`src/hw/rtl/rhsl_pkg.sv`:
```
// ----------------------------------------------------------------------------
// rhsl_pkg: shared types and constants for the RGB to HSL converter
// Pixel and result item layouts, output limits and divider geometry.
// ----------------------------------------------------------------------------
`timescale 1ns / 1ps

package rhsl_pkg;

  localparam int CH_W  = 8;
  localparam int HUE_W = 13;
  localparam int PCT_W = 15;

  localparam logic [HUE_W-1:0] HUE_MAX = 13'd5760;
  localparam logic [PCT_W-1:0] PCT_MAX = 15'd25600;

  // Hue sector offsets in sixteenths of a degree.
  localparam logic [HUE_W-1:0] HUE_BASE_RED  = 13'd0;
  localparam logic [HUE_W-1:0] HUE_BASE_WRAP = 13'd5760;
  localparam logic [HUE_W-1:0] HUE_BASE_GRN  = 13'd1920;
  localparam logic [HUE_W-1:0] HUE_BASE_BLU  = 13'd3840;

  // Restoring divider: 15 quotient bits over an 8-bit divisor.
  localparam int DIV_QUO_W = 15;
  localparam int DIV_DEN_W = 8;
  localparam int DIV_NUM_W = DIV_QUO_W + DIV_DEN_W;

  // floor(25600*t/510) = (t * 2560 * ceil(2^27/51)) >> 27, exact for t <= 510.
  localparam int          LUM_SHIFT = 27;
  localparam int          LUM_PROD_W = 42;
  localparam logic [32:0] LUM_MAGIC = 33'd6737205760;

  typedef struct packed {
    logic [CH_W-1:0] red;
    logic [CH_W-1:0] green;
    logic [CH_W-1:0] blue;
  } pixel_t;

  typedef struct packed {
    logic [HUE_W-1:0] hue;
    logic [PCT_W-1:0] saturation;
    logic [PCT_W-1:0] luminance;
  } hsl_t;

endpackage

```
`src/hw/rtl/rhsl_div.sv`:
```
// ----------------------------------------------------------------------------
// rhsl_div: pipelined restoring divider
// One quotient bit per stage, each stage advanced by its own enable.
// ----------------------------------------------------------------------------
`timescale 1ns / 1ps

module rhsl_div import rhsl_pkg::*; #(
  parameter int NUM_W = DIV_NUM_W,
  parameter int DEN_W = DIV_DEN_W,
  parameter int QUO_W = DIV_QUO_W
) (
  input  logic             clk,
  input  logic [QUO_W-1:0] en,
  input  logic [NUM_W-1:0] num,
  input  logic [DEN_W-1:0] den,
  output logic [QUO_W-1:0] quo,
  output logic             rem_nz
);

  // Requires num < den * 2**QUO_W.
  logic [NUM_W-1:0] rem  [QUO_W];
  logic [DEN_W-1:0] dvs  [QUO_W];
  logic [QUO_W-1:0] quot [QUO_W];

  for (genvar i = 0; i < QUO_W; i++) begin : g_step
    logic [NUM_W-1:0] rem_in;
    logic [NUM_W-1:0] dvs_sh;
    logic [DEN_W-1:0] dvs_in;
    logic [QUO_W-1:0] quo_in;
    logic             ge;

    if (i == 0) begin : g_first
      assign rem_in = num;
      assign dvs_in = den;
      assign quo_in = '0;
    end else begin : g_next
      assign rem_in = rem[i-1];
      assign dvs_in = dvs[i-1];
      assign quo_in = quot[i-1];
    end

    assign dvs_sh = NUM_W'(dvs_in) << (QUO_W - 1 - i);
    assign ge     = rem_in >= dvs_sh;

    always_ff @(posedge clk) begin
      if (en[i]) begin
        rem[i]  <= ge ? rem_in - dvs_sh : rem_in;
        dvs[i]  <= dvs_in;
        quot[i] <= quo_in | ({{(QUO_W-1){1'b0}}, ge} << (QUO_W - 1 - i));
      end
    end
  end

  assign quo    = quot[QUO_W-1];
  assign rem_nz = |rem[QUO_W-1];

endmodule

```
`src/hw/rtl/rgb_to_hsl_converter_core.sv`:
```
// ----------------------------------------------------------------------------
// rgb_to_hsl_converter_core: 8-bit RGB pixel to hue / saturation / luminance
// Stages: prep, divide, output; both divisions are one-bit-per-stage pipelines.
// Throughput: one item per cycle whenever the output is not stalling.
// Stalls collapse bubbles stage by stage; the input stalls only when all are full.
// Reset (rst, synchronous) clears the stage valid bits; data registers keep junk.
// ----------------------------------------------------------------------------
`timescale 1ns / 1ps

module rgb_to_hsl_converter_core import rhsl_pkg::*; (
  input  logic   clk,
  input  logic   rst,
  input  logic   pix_valid,
  output logic   pix_stall,
  input  pixel_t pix,
  output logic   hsl_valid,
  input  logic   hsl_stall,
  output hsl_t   hsl
);

  // Stage map: 0 = classify, 1 = numerators + luminance, 2..16 = divide,
  // 17 = hue fixup, clamps, output register.
  localparam int NSTG   = DIV_QUO_W + 3;
  localparam int DIV_LO = 2;

  typedef struct packed {
    logic             gray;   // all channels equal
    logic             neg;    // hue numerator is negative
    logic [HUE_W-1:0] base;   // sector offset
    logic [PCT_W-1:0] lum;
  } side_t;

  typedef struct packed {
    logic             gray;
    logic             neg;
    logic [HUE_W-1:0] base;
    logic [CH_W-1:0]  anum;   // |hue numerator channel difference|
    logic [CH_W-1:0]  d;      // max - min
    logic [CH_W:0]    t;      // max + min
  } cls_t;

  logic [NSTG-1:0] vld;
  logic [NSTG-1:0] adv;

  // --------------------------------------------------------------------------
  // Flow control: a stage loads when it is empty or its successor moves.
  // --------------------------------------------------------------------------
  always_comb begin
    adv[NSTG-1] = !vld[NSTG-1] || !hsl_stall;
    for (int k = NSTG - 2; k >= 0; k--) begin
      adv[k] = !vld[k] || adv[k+1];
    end
  end

  assign pix_stall = !adv[0];
  assign hsl_valid = vld[NSTG-1];

  always_ff @(posedge clk) begin
    if (rst) begin
      vld <= '0;
    end else begin
      if (adv[0]) begin
        vld[0] <= pix_valid;
      end
      for (int k = 1; k < NSTG; k++) begin
        if (adv[k]) begin
          vld[k] <= vld[k-1];
        end
      end
    end
  end

  // --------------------------------------------------------------------------
  // Stage 0: max/min, sector, absolute numerator. Ties: red > green > blue.
  // --------------------------------------------------------------------------
  cls_t            cls_next;
  cls_t            cls;
  logic [CH_W-1:0] mx;
  logic [CH_W-1:0] mn;

  always_comb begin
    cls_next = '0;
    mn = pix.red;
    if (pix.green < mn) mn = pix.green;
    if (pix.blue < mn) mn = pix.blue;

    if (pix.red >= pix.green && pix.red >= pix.blue) begin
      mx = pix.red;
      if (pix.green >= pix.blue) begin
        cls_next.anum = pix.green - pix.blue;
        cls_next.neg  = 1'b0;
        cls_next.base = HUE_BASE_RED;
      end else begin
        // wraps from 360 degrees downward
        cls_next.anum = pix.blue - pix.green;
        cls_next.neg  = 1'b1;
        cls_next.base = HUE_BASE_WRAP;
      end
    end else if (pix.green >= pix.blue) begin
      mx = pix.green;
      cls_next.base = HUE_BASE_GRN;
      cls_next.neg  = pix.blue < pix.red;
      cls_next.anum = cls_next.neg ? pix.red - pix.blue : pix.blue - pix.red;
    end else begin
      mx = pix.blue;
      cls_next.base = HUE_BASE_BLU;
      cls_next.neg  = pix.green > pix.red;
      cls_next.anum = cls_next.neg ? pix.green - pix.red : pix.red - pix.green;
    end

    cls_next.d    = mx - mn;
    cls_next.t    = {1'b0, mx} + {1'b0, mn};
    cls_next.gray = (mx == mn);
  end

  always_ff @(posedge clk) begin
    if (adv[0]) begin
      cls <= cls_next;
    end
  end

  // --------------------------------------------------------------------------
  // Stage 1: dividends (960*|num|, 25600*d), saturation divisor, luminance.
  // Quotients stay below 2**15 since |num| <= d and d <= divisor.
  // --------------------------------------------------------------------------
  logic [DIV_NUM_W-1:0]  hue_num_next, sat_num_next;
  logic [DIV_DEN_W-1:0]  sat_den_next;
  logic [LUM_PROD_W-1:0] lum_prod;
  logic [CH_W:0]         t_inv;
  side_t                 side_next;

  logic [DIV_NUM_W-1:0] hue_num, sat_num;
  logic [DIV_DEN_W-1:0] hue_den, sat_den;
  side_t                side1;

  always_comb begin
    hue_num_next = DIV_NUM_W'({cls.anum, 10'b0}) - DIV_NUM_W'({cls.anum, 6'b0});
    sat_num_next = DIV_NUM_W'({cls.d, 14'b0}) + DIV_NUM_W'({cls.d, 13'b0})
                 + DIV_NUM_W'({cls.d, 10'b0});
    t_inv        = 9'd510 - cls.t;
    sat_den_next = (cls.t <= 9'd255) ? cls.t[CH_W-1:0] : t_inv[CH_W-1:0];
    lum_prod     = LUM_PROD_W'(cls.t) * LUM_PROD_W'(LUM_MAGIC);

    side_next.gray = cls.gray;
    side_next.neg  = cls.neg;
    side_next.base = cls.base;
    side_next.lum  = lum_prod[LUM_SHIFT +: PCT_W];
  end

  always_ff @(posedge clk) begin
    if (adv[1]) begin
      hue_num <= hue_num_next;
      hue_den <= cls.d;
      sat_num <= sat_num_next;
      sat_den <= sat_den_next;
      side1   <= side_next;
    end
  end

  // --------------------------------------------------------------------------
  // Stages 2..16: two dividers in lockstep, side data delayed alongside.
  // A gray pixel divides by zero; its quotients are discarded at the end.
  // --------------------------------------------------------------------------
  logic [DIV_QUO_W-1:0] hue_q, sat_q;
  logic                 hue_rnz;
  side_t                side [DIV_QUO_W];

  rhsl_div #(
    .NUM_W(DIV_NUM_W),
    .DEN_W(DIV_DEN_W),
    .QUO_W(DIV_QUO_W)
  ) u_hue_div (
    .clk   (clk),
    .en    (adv[DIV_LO +: DIV_QUO_W]),
    .num   (hue_num),
    .den   (hue_den),
    .quo   (hue_q),
    .rem_nz(hue_rnz)
  );

  rhsl_div #(
    .NUM_W(DIV_NUM_W),
    .DEN_W(DIV_DEN_W),
    .QUO_W(DIV_QUO_W)
  ) u_sat_div (
    .clk   (clk),
    .en    (adv[DIV_LO +: DIV_QUO_W]),
    .num   (sat_num),
    .den   (sat_den),
    .quo   (sat_q),
    .rem_nz()
  );

  always_ff @(posedge clk) begin
    if (adv[DIV_LO]) begin
      side[0] <= side1;
    end
    for (int k = 1; k < DIV_QUO_W; k++) begin
      if (adv[DIV_LO + k]) begin
        side[k] <= side[k-1];
      end
    end
  end

  // --------------------------------------------------------------------------
  // Stage 17: hue = base +/- quotient; a negative numerator floors, so a
  // nonzero remainder takes one more off. Clamp everything, zero gray.
  // --------------------------------------------------------------------------
  side_t          side_o;
  logic [HUE_W:0] hue_sum;
  hsl_t           hsl_next;

  assign side_o = side[DIV_QUO_W-1];

  always_comb begin
    if (side_o.neg) begin
      hue_sum = {1'b0, side_o.base} - (HUE_W+1)'(hue_q) - (HUE_W+1)'(hue_rnz);
    end else begin
      hue_sum = {1'b0, side_o.base} + (HUE_W+1)'(hue_q);
    end

    if (side_o.gray) begin
      hsl_next.hue        = '0;
      hsl_next.saturation = '0;
    end else begin
      hsl_next.hue        = (hue_sum > {1'b0, HUE_MAX}) ? HUE_MAX : hue_sum[HUE_W-1:0];
      hsl_next.saturation = (sat_q > PCT_MAX) ? PCT_MAX : sat_q;
    end
    hsl_next.luminance = (side_o.lum > PCT_MAX) ? PCT_MAX : side_o.lum;
  end

  always_ff @(posedge clk) begin
    if (adv[NSTG-1]) begin
      hsl <= hsl_next;
    end
  end

  // --------------------------------------------------------------------------
  // Assertions
  // --------------------------------------------------------------------------
`ifndef SYNTHESIS
  // An empty output stage must let the whole pipeline move.
  a_no_stall_when_drained: assert property (@(posedge clk) disable iff (rst)
    !hsl_valid |-> !pix_stall)
    else $error("input stalled with an empty output stage");

  // Backpressure at the input only when the output is blocked.
  a_stall_source: assert property (@(posedge clk) disable iff (rst)
    pix_stall |-> (hsl_valid && hsl_stall))
    else $error("input stalled while output is free");

  // Results stay inside their ranges.
  a_ranges: assert property (@(posedge clk) disable iff (rst)
    hsl_valid |-> (hsl.hue <= HUE_MAX && hsl.saturation <= PCT_MAX &&
                   hsl.luminance <= PCT_MAX))
    else $error("result out of range");

  // A colored pixel (nonzero hue) always has nonzero saturation.
  a_hue_implies_sat: assert property (@(posedge clk) disable iff (rst)
    (hsl_valid && hsl.hue != '0) |-> (hsl.saturation != '0))
    else $error("nonzero hue with zero saturation");
`endif

endmodule

```
`config.mk`:
```
export PLATFORM = sky130hd
export DESIGN_NAME = rgb_to_hsl_converter_core
export DESIGN_NICKNAME = d
export VERILOG_FILES = /design/src/hw/rtl/rhsl_pkg.sv /design/src/hw/rtl/rhsl_div.sv /design/src/hw/rtl/rgb_to_hsl_converter_core.sv
export SDC_FILE = /design/constraint.sdc
export NUM_CORES = 2
export LEC_CHECK = 0
export BUFFER_PORTS_ARGS = -buffer_cell sky130_fd_sc_hd__buf_2
export CORE_ASPECT_RATIO = 0.5
export CORE_MARGIN = 2
export CORE_UTILIZATION = 40
export CTS_CLUSTER_DIAMETER = 150
export CTS_CLUSTER_SIZE = 12
export DETAILED_ROUTE_END_ITERATION = 7
export PLACE_DENSITY_LB_ADDON = 0.12
export SETUP_SLACK_MARGIN = 0.05
export SLEW_MARGIN = 20
export SYNTH_ARGS = -nofsm -noshare
export SYNTH_HDL_FRONTEND = slang
export SYNTH_SLANG_ARGS = --single-unit
export TNS_END_PERCENT = 20
```
`constraint.sdc`:
```
create_clock -name clk -period 8.9 [get_ports clk]
set_input_delay 1.78 -clock clk [delete_from_list [all_inputs] [get_ports clk]]
set_output_delay 1.78 -clock clk [all_outputs]
set_load 0.02 [all_outputs]
```
* After elaboration in Yosys (flattened, before gate mapping)
Memory sizes are Yosys's and may differ from the RTL's. Index checks and enable logic that the tools add are counted.
Storage, ports and cells: memories 7, word-level logic and storage cells 275, output and inout bits 45, input bits 28, memory bits (writable) 1830, flip-flop bits (word level) 193
Operators by class: bitwise gates (word level) 28, add/subtract/negate cells 45, $mul 1, eq/ne operators 1, reductions and logical operators 42, magnitude comparators 41, muxes and demuxes 73
Memory list:
- side | depth 15, width 30, rd ports 15, clocked after Yosys merged registers in 0, wr ports 15, line rgb_to_hsl_converter_core.sv:166 | side_t side [DIV_QUO_W];
- u_hue_div.rem | depth 15, width 23, rd ports 15, clocked after Yosys merged registers in 0, wr ports 15, line rhsl_div.sv:21 | logic [NUM_W-1:0] rem [QUO_W];
- u_sat_div.rem | depth 15, width 23, rd ports 14, clocked after Yosys merged registers in 0, wr ports 15, line rhsl_div.sv:21
- u_hue_div.quot | depth 15, width 15, rd ports 15, clocked after Yosys merged registers in 0, wr ports 15, line rhsl_div.sv:23 | logic [QUO_W-1:0] quot [QUO_W];
- u_sat_div.quot | depth 15, width 15, rd ports 15, clocked after Yosys merged registers in 0, wr ports 15, line rhsl_div.sv:23
- u_hue_div.dvs | depth 15, width 8, rd ports 14, clocked after Yosys merged registers in 0, wr ports 15, line rhsl_div.sv:22 | logic [DEN_W-1:0] dvs [QUO_W];
- 1 more memories
Operators by type and width (count):
- 23-bit two-way mux | 30
- 22-bit two-way mux | 3
- 8-bit two-way mux | 7
- 8-bit subtractor | 7
- 23-bit by 10-bit greater-or-equal comparator with 1-bit output | 2
- 23-bit by 11-bit greater-or-equal comparator with 1-bit output | 2
- 23-bit by 12-bit greater-or-equal comparator with 1-bit output | 2
- 23-bit by 13-bit greater-or-equal comparator with 1-bit output | 2
- 23-bit by 14-bit greater-or-equal comparator with 1-bit output | 2
- 23-bit by 15-bit greater-or-equal comparator with 1-bit output | 2
- 23-bit by 16-bit greater-or-equal comparator with 1-bit output | 2
- 23-bit by 17-bit greater-or-equal comparator with 1-bit output | 2
- 23-bit by 18-bit greater-or-equal comparator with 1-bit output | 2
- 23-bit by 19-bit greater-or-equal comparator with 1-bit output | 2
- 23-bit by 20-bit greater-or-equal comparator with 1-bit output | 2
- 23-bit by 21-bit greater-or-equal comparator with 1-bit output | 2
- 23-bit by 22-bit greater-or-equal comparator with 1-bit output | 2
- 23-bit by 8-bit greater-or-equal comparator with 1-bit output | 2
- 23-bit by 9-bit greater-or-equal comparator with 1-bit output | 2
- 23-bit by 10-bit subtractor with 23-bit output | 2
- 23-bit by 11-bit subtractor with 23-bit output | 2
- 23-bit by 12-bit subtractor with 23-bit output | 2
- 23-bit by 13-bit subtractor with 23-bit output | 2
- 23-bit by 14-bit subtractor with 23-bit output | 2
- 49 further kinds | 144

* Longest topological paths before layout
word-level depth 20, depth in mapped cells 26, gate-level depth less buffers 25

* Cells and area by module
Synthesis repeated with hierarchy kept, for this count alone.
Second synthesis, totals: cell total of the unflattened synthesis 5682, area total of the unflattened synthesis 76799.9 um^2
Modules (own cells, without submodules):
- rhsl_div (u_hue_div) | area each 27122.3 um^2, seq. area each 17326.6 um^2, cells each 2057, instances 1
- rhsl_div (u_sat_div) | area each 27092.2 um^2, seq. area each 17326.6 um^2, cells each 2037, instances 1
- rgb_to_hsl_converter_core | area each 22585.4 um^2, seq. area each 14293.7 um^2, cells each 1588, instances 1

* Worst setup path before layout
OpenSTA, ideal clock, no wires.
path kind in2out, start input port hsl_stall, end output port pix_stall, cell stages on the path 8, slack -0.352 ns, data required time 7.120 ns, path buffers 0, arrival time 7.472 ns, path through and3_1 > inv_1 > nor2_1 > and2_1 > inv_1 > nor3_1 > nand4_1 > inv_1
On the way: word-level cells in the longest chain between the ends 20
Ends and longest elaborated chain:
- from (decl) | line rgb_to_hsl_converter_core.sv:17 | input logic hsl_stall,
- 1-bit zero test | line rgb_to_hsl_converter_core.sv:49 | adv[NSTG-1] = !vld[NSTG-1] || !hsl_stall;
- 1-bit logical OR | line rgb_to_hsl_converter_core.sv:49
- 1-bit logical OR | line rgb_to_hsl_converter_core.sv:51 | adv[k] = !vld[k] || adv[k+1];
- via adv[16] | line rgb_to_hsl_converter_core.sv:43 | logic [NSTG-1:0] adv;
- 1-bit logical OR (4 in series) | line rgb_to_hsl_converter_core.sv:51
- via adv[12] | line rgb_to_hsl_converter_core.sv:43
- 1-bit logical OR (12 in series) | line rgb_to_hsl_converter_core.sv:51
- 1-bit zero test | line rgb_to_hsl_converter_core.sv:55 | assign pix_stall = !adv[0];
- to (decl) | line rgb_to_hsl_converter_core.sv:14 | output logic pix_stall,
The timed path passes the listed nets, and every way through them passes these cells.

==> summary.txt <==
Clock tree
  – Post-CTS Setup Inserts: 0
  – H-Tree Depth: 4
  – Post-CTS Hold Buffers: 0
  – Worst-path clk slew: 60 ps
  – TritonCTS clock tree: done
  – TritonCTS Buffers: 135
  – Clock root buffer: clkbuf_16
  – Clk sinks: 1411
  – Worst-skew pair later-pin latency: 740 ps
  – Clock buffer depth: 3
  – Post_cts resized: 0

Final layout
  – Ant. Diodes: 0
  – Final core utilization: 44.6%
  – Share of cells above drive strength 1: 7.15%
  – Syn-to-layout area delta: 10.3%
  – Fillcell total: 14868
  – Cell area after layout: 74900 um2
  – Total Nets Final: 5911

Yosys
  – Syn Area/Cell: 13.0 um2
  – Post-synthesis mux area share: 1.58%
  – Post-synth top flop: edfxtp_1
  – Syn_nets: 5747
  – Post-synthesis compound-gate area fraction: 8.30%
  – Cell count after synthesis: 5230
  – Most instantiated cells after synthesis: edfxtp_1 (1393), inv_1 (524), ha_1 (418)
  – Post-synth top area share: 61.6%
  – Post-synthesis adder-cell area fraction: 9.80%
  – Top post-synthesis cells by area: edfxtp_1 (62%), ha_1 (7.7%), inv_1 (2.9%), xnor2_1 (2.5%), xor2_1 (2.2%)
  – Seq cells post-synth: 1411
  – Post-synthesis cell type count: 87
  – Post-synthesis simple-gate area fraction: 10.1%
  – Post-synth top area cell: edfxtp_1
  – Post-Syn Area: 67900 um2
  – Ys Warns: 0
  – Asr flop ratio synth: 0%
  – Seq/Total Area, Yosys: 62.1%
  – Post-Synth XOR/XNOR Area: 4.71%
  – EDFF count, synth: 1393
  – Count leader, synth: edfxtp_1
  – Largest family of logic cells by synthesized area: simple AND/OR/NAND/NOR gates

Timing
  – Setup tns final: 0 ps
  – Final Slew Violations: 0
  – Hold violation count in the final report: 0
  – Rel. slew slack: 27.8%
  – Final setup fails: 0
  – Fmax: 148 MHz
  – Min Tclk post-route: 6740 ps
  – Layout Skew: 22.4 ps
  – RSZ-0062 raised after global routing: no
  – Final period util: 75.7%
  – Worst Tran Pin Value: 1080 ps

Global route
  – Busiest layer in global routing: met2
  – Initial antenna violation count: 1
  – Pin count of the biggest net entering global routing: 89
  – First-pass GRT wire length: 203 mm
  – Met1 Resource Use GR: 17.8%
  – M3 GR Usage: 2.34%
  – Vias in the first global route: 39242
  – Global route overflow: 0
  – Gr usage total: 14.4%
  – Met2 Use GR: 25.0%

Worst setup path
  – R2R Path End: side1[13]
  – Slowest stage delay, CP: 480 ps
  – Worst EP required: 9520 ps
  – Worst R2R Setup Slack: 4000 ps
  – Worst setup EP type: flop
  – CP max FO: 8
  – R2R depth: 15
  – Crit path max-delay cell type: nor3_2
  – Type of origin of the critical path: primary input
  – Crit Path Category: primary input to flop
  – WP data arrival: 7360 ps
  – RR Startpoint: cls[5]

Hold path
  – Hold path startpoint: side[0][127]
  – Hold WC Path Type: flop to flop
  – Worst Hold Depth: 0
  – Hold path endpoint: side[0][157]

Placement
  – # port buffers: 72
  – Cell Area, Placed: 71200 um2
  – Detailed Place HPWL: 94.0 mm
  – GPL Wtd Cong: 0.867

Detailed routing
  – Starting DRT DRC Count: 2053
  – Total number of vias: 38531
  – Drt total wl: 124 mm
  – # DRC: 0
  – Wirelength per Cell: 16.2 um
  – Detail Route Antenna Nets: 0
  – Via/cell ratio: 5.01
  – Number of iterations in the first detailed-routing pass: 6

Flow run
  – Max_cap viols: 0

Floorplanning
  – Top Ports: 73
  – Die height: 295 um
  – Die ar.: 173000 um2
  – Row count: 106
  – Core area: 168000 um2
  – Die X: 587 um
  – Starting Density: 40.5%

Outcome
  – Status: complete, no violations
[through the flow]
stage | instances | setup WS, ps | hold WS [ps]
5_1_grt | 7691 | 1810 | 411
3_3_place_gp | 7525 | 1490 | 401
6_report | 7691 | 2160 | 410
2_1_floorplan | 5230 | 163 | 400
4_1_cts | 7691 | 2200 | 407
3_5_place_dp | 7525 | 1360 | 405
[cell families (layout without fill, tap and decap cells)]
logic type      after synthesis  in the layout
simple gates               1358           1358
buf+inv                     605            798
xor+xnor                    365            365
other cells                   1              1
flops                      1411           1411
mux                         101            101
fa+ha+maj                   489            489
compound gates              900            900
[area by class of cell]
cell class,count,area (um2),share of cell area (%)
repair buffers,107,627,0.837
multi-input cells,3214,23500,31.4
inverters,525,1980,2.64
well taps,2268,2840,3.79
flip-flops and latches,1411,42200,56.3
clock buffers,154,3510,4.69
clock inverters,12,216,0.289
[worst max-delay path, delay by kind of cell]
family	cells	cell delay (ps)
buffers and inverters	4	370
and+or+nand+nor	5	1020
muxes	2	770
AOI/OAI and AO/OA	10	2050
adders and majority gates	4	1330
[cell usage in the layout (no fill, tap or decap), drive strengths merged, types with 10 or more instances in the layout]
cell     count
o21a        50
ha         418
a21o        64
a31oi       22
mux2i       50
mux2        51
a2111oi     10
a21boi      45
buf        107
nand4b      14
nand4       47
o21bai      17
clkbuf     154
nor2b       98
or3         55
xnor2      197
nor2       336
a211oi      42
nor3b       11
edfxtp    1393
o21ai      284
nand2      320
nand3b      16
o31a        10
o211ai      23
inv        527
o31ai       57
and2        32
nand2b      68
a21oi      206
xor2       168
nor4        72
dfxtp       18
and3        18
nor3       124
or2         34
fa          71
or4         25
nand3       60
nor4b       16
[metal layers]
layer / vias up / routed length [um] / share of wire [%]
met1: 18400 / 55800 / 45
met2: 556 / 60100 / 48
met3: 223 / 3940 / 3.2
met4: 2 / 4620 / 3.7
li1: 19350 / - / -
met5: - / 14 / 0.011
[state kept, by name, indices dropped and copies added (netlist names), 22 cells and up, named ones only]
register / cells
side: 330
u_hue_div.rem: 276
u_sat_div.rem: 226
u_sat_div.quot: 120
u_sat_div.dvs: 108
u_hue_div.quot: 105
u_hue_div.dvs: 93
hsl: 43
cls: 31
side1: 22
[how the worst max path moves through the flow]
stage	start	slack (ps)	to
2_1_floorplan	hsl_stall	160	pix_stall
3_3_place_gp	pix[11]	1490	cls[8]
3_5_place_dp	pix[11]	1360	cls[8]
4_1_cts	pix[11]	2200	cls[8]
5_1_grt	pix[11]	1810	cls[8]
6_report	pix[11]	2160	cls[8]
Power is not shown: default switching activity piles up to over one toggle a cycle in this logic, so the estimate is an artifact.
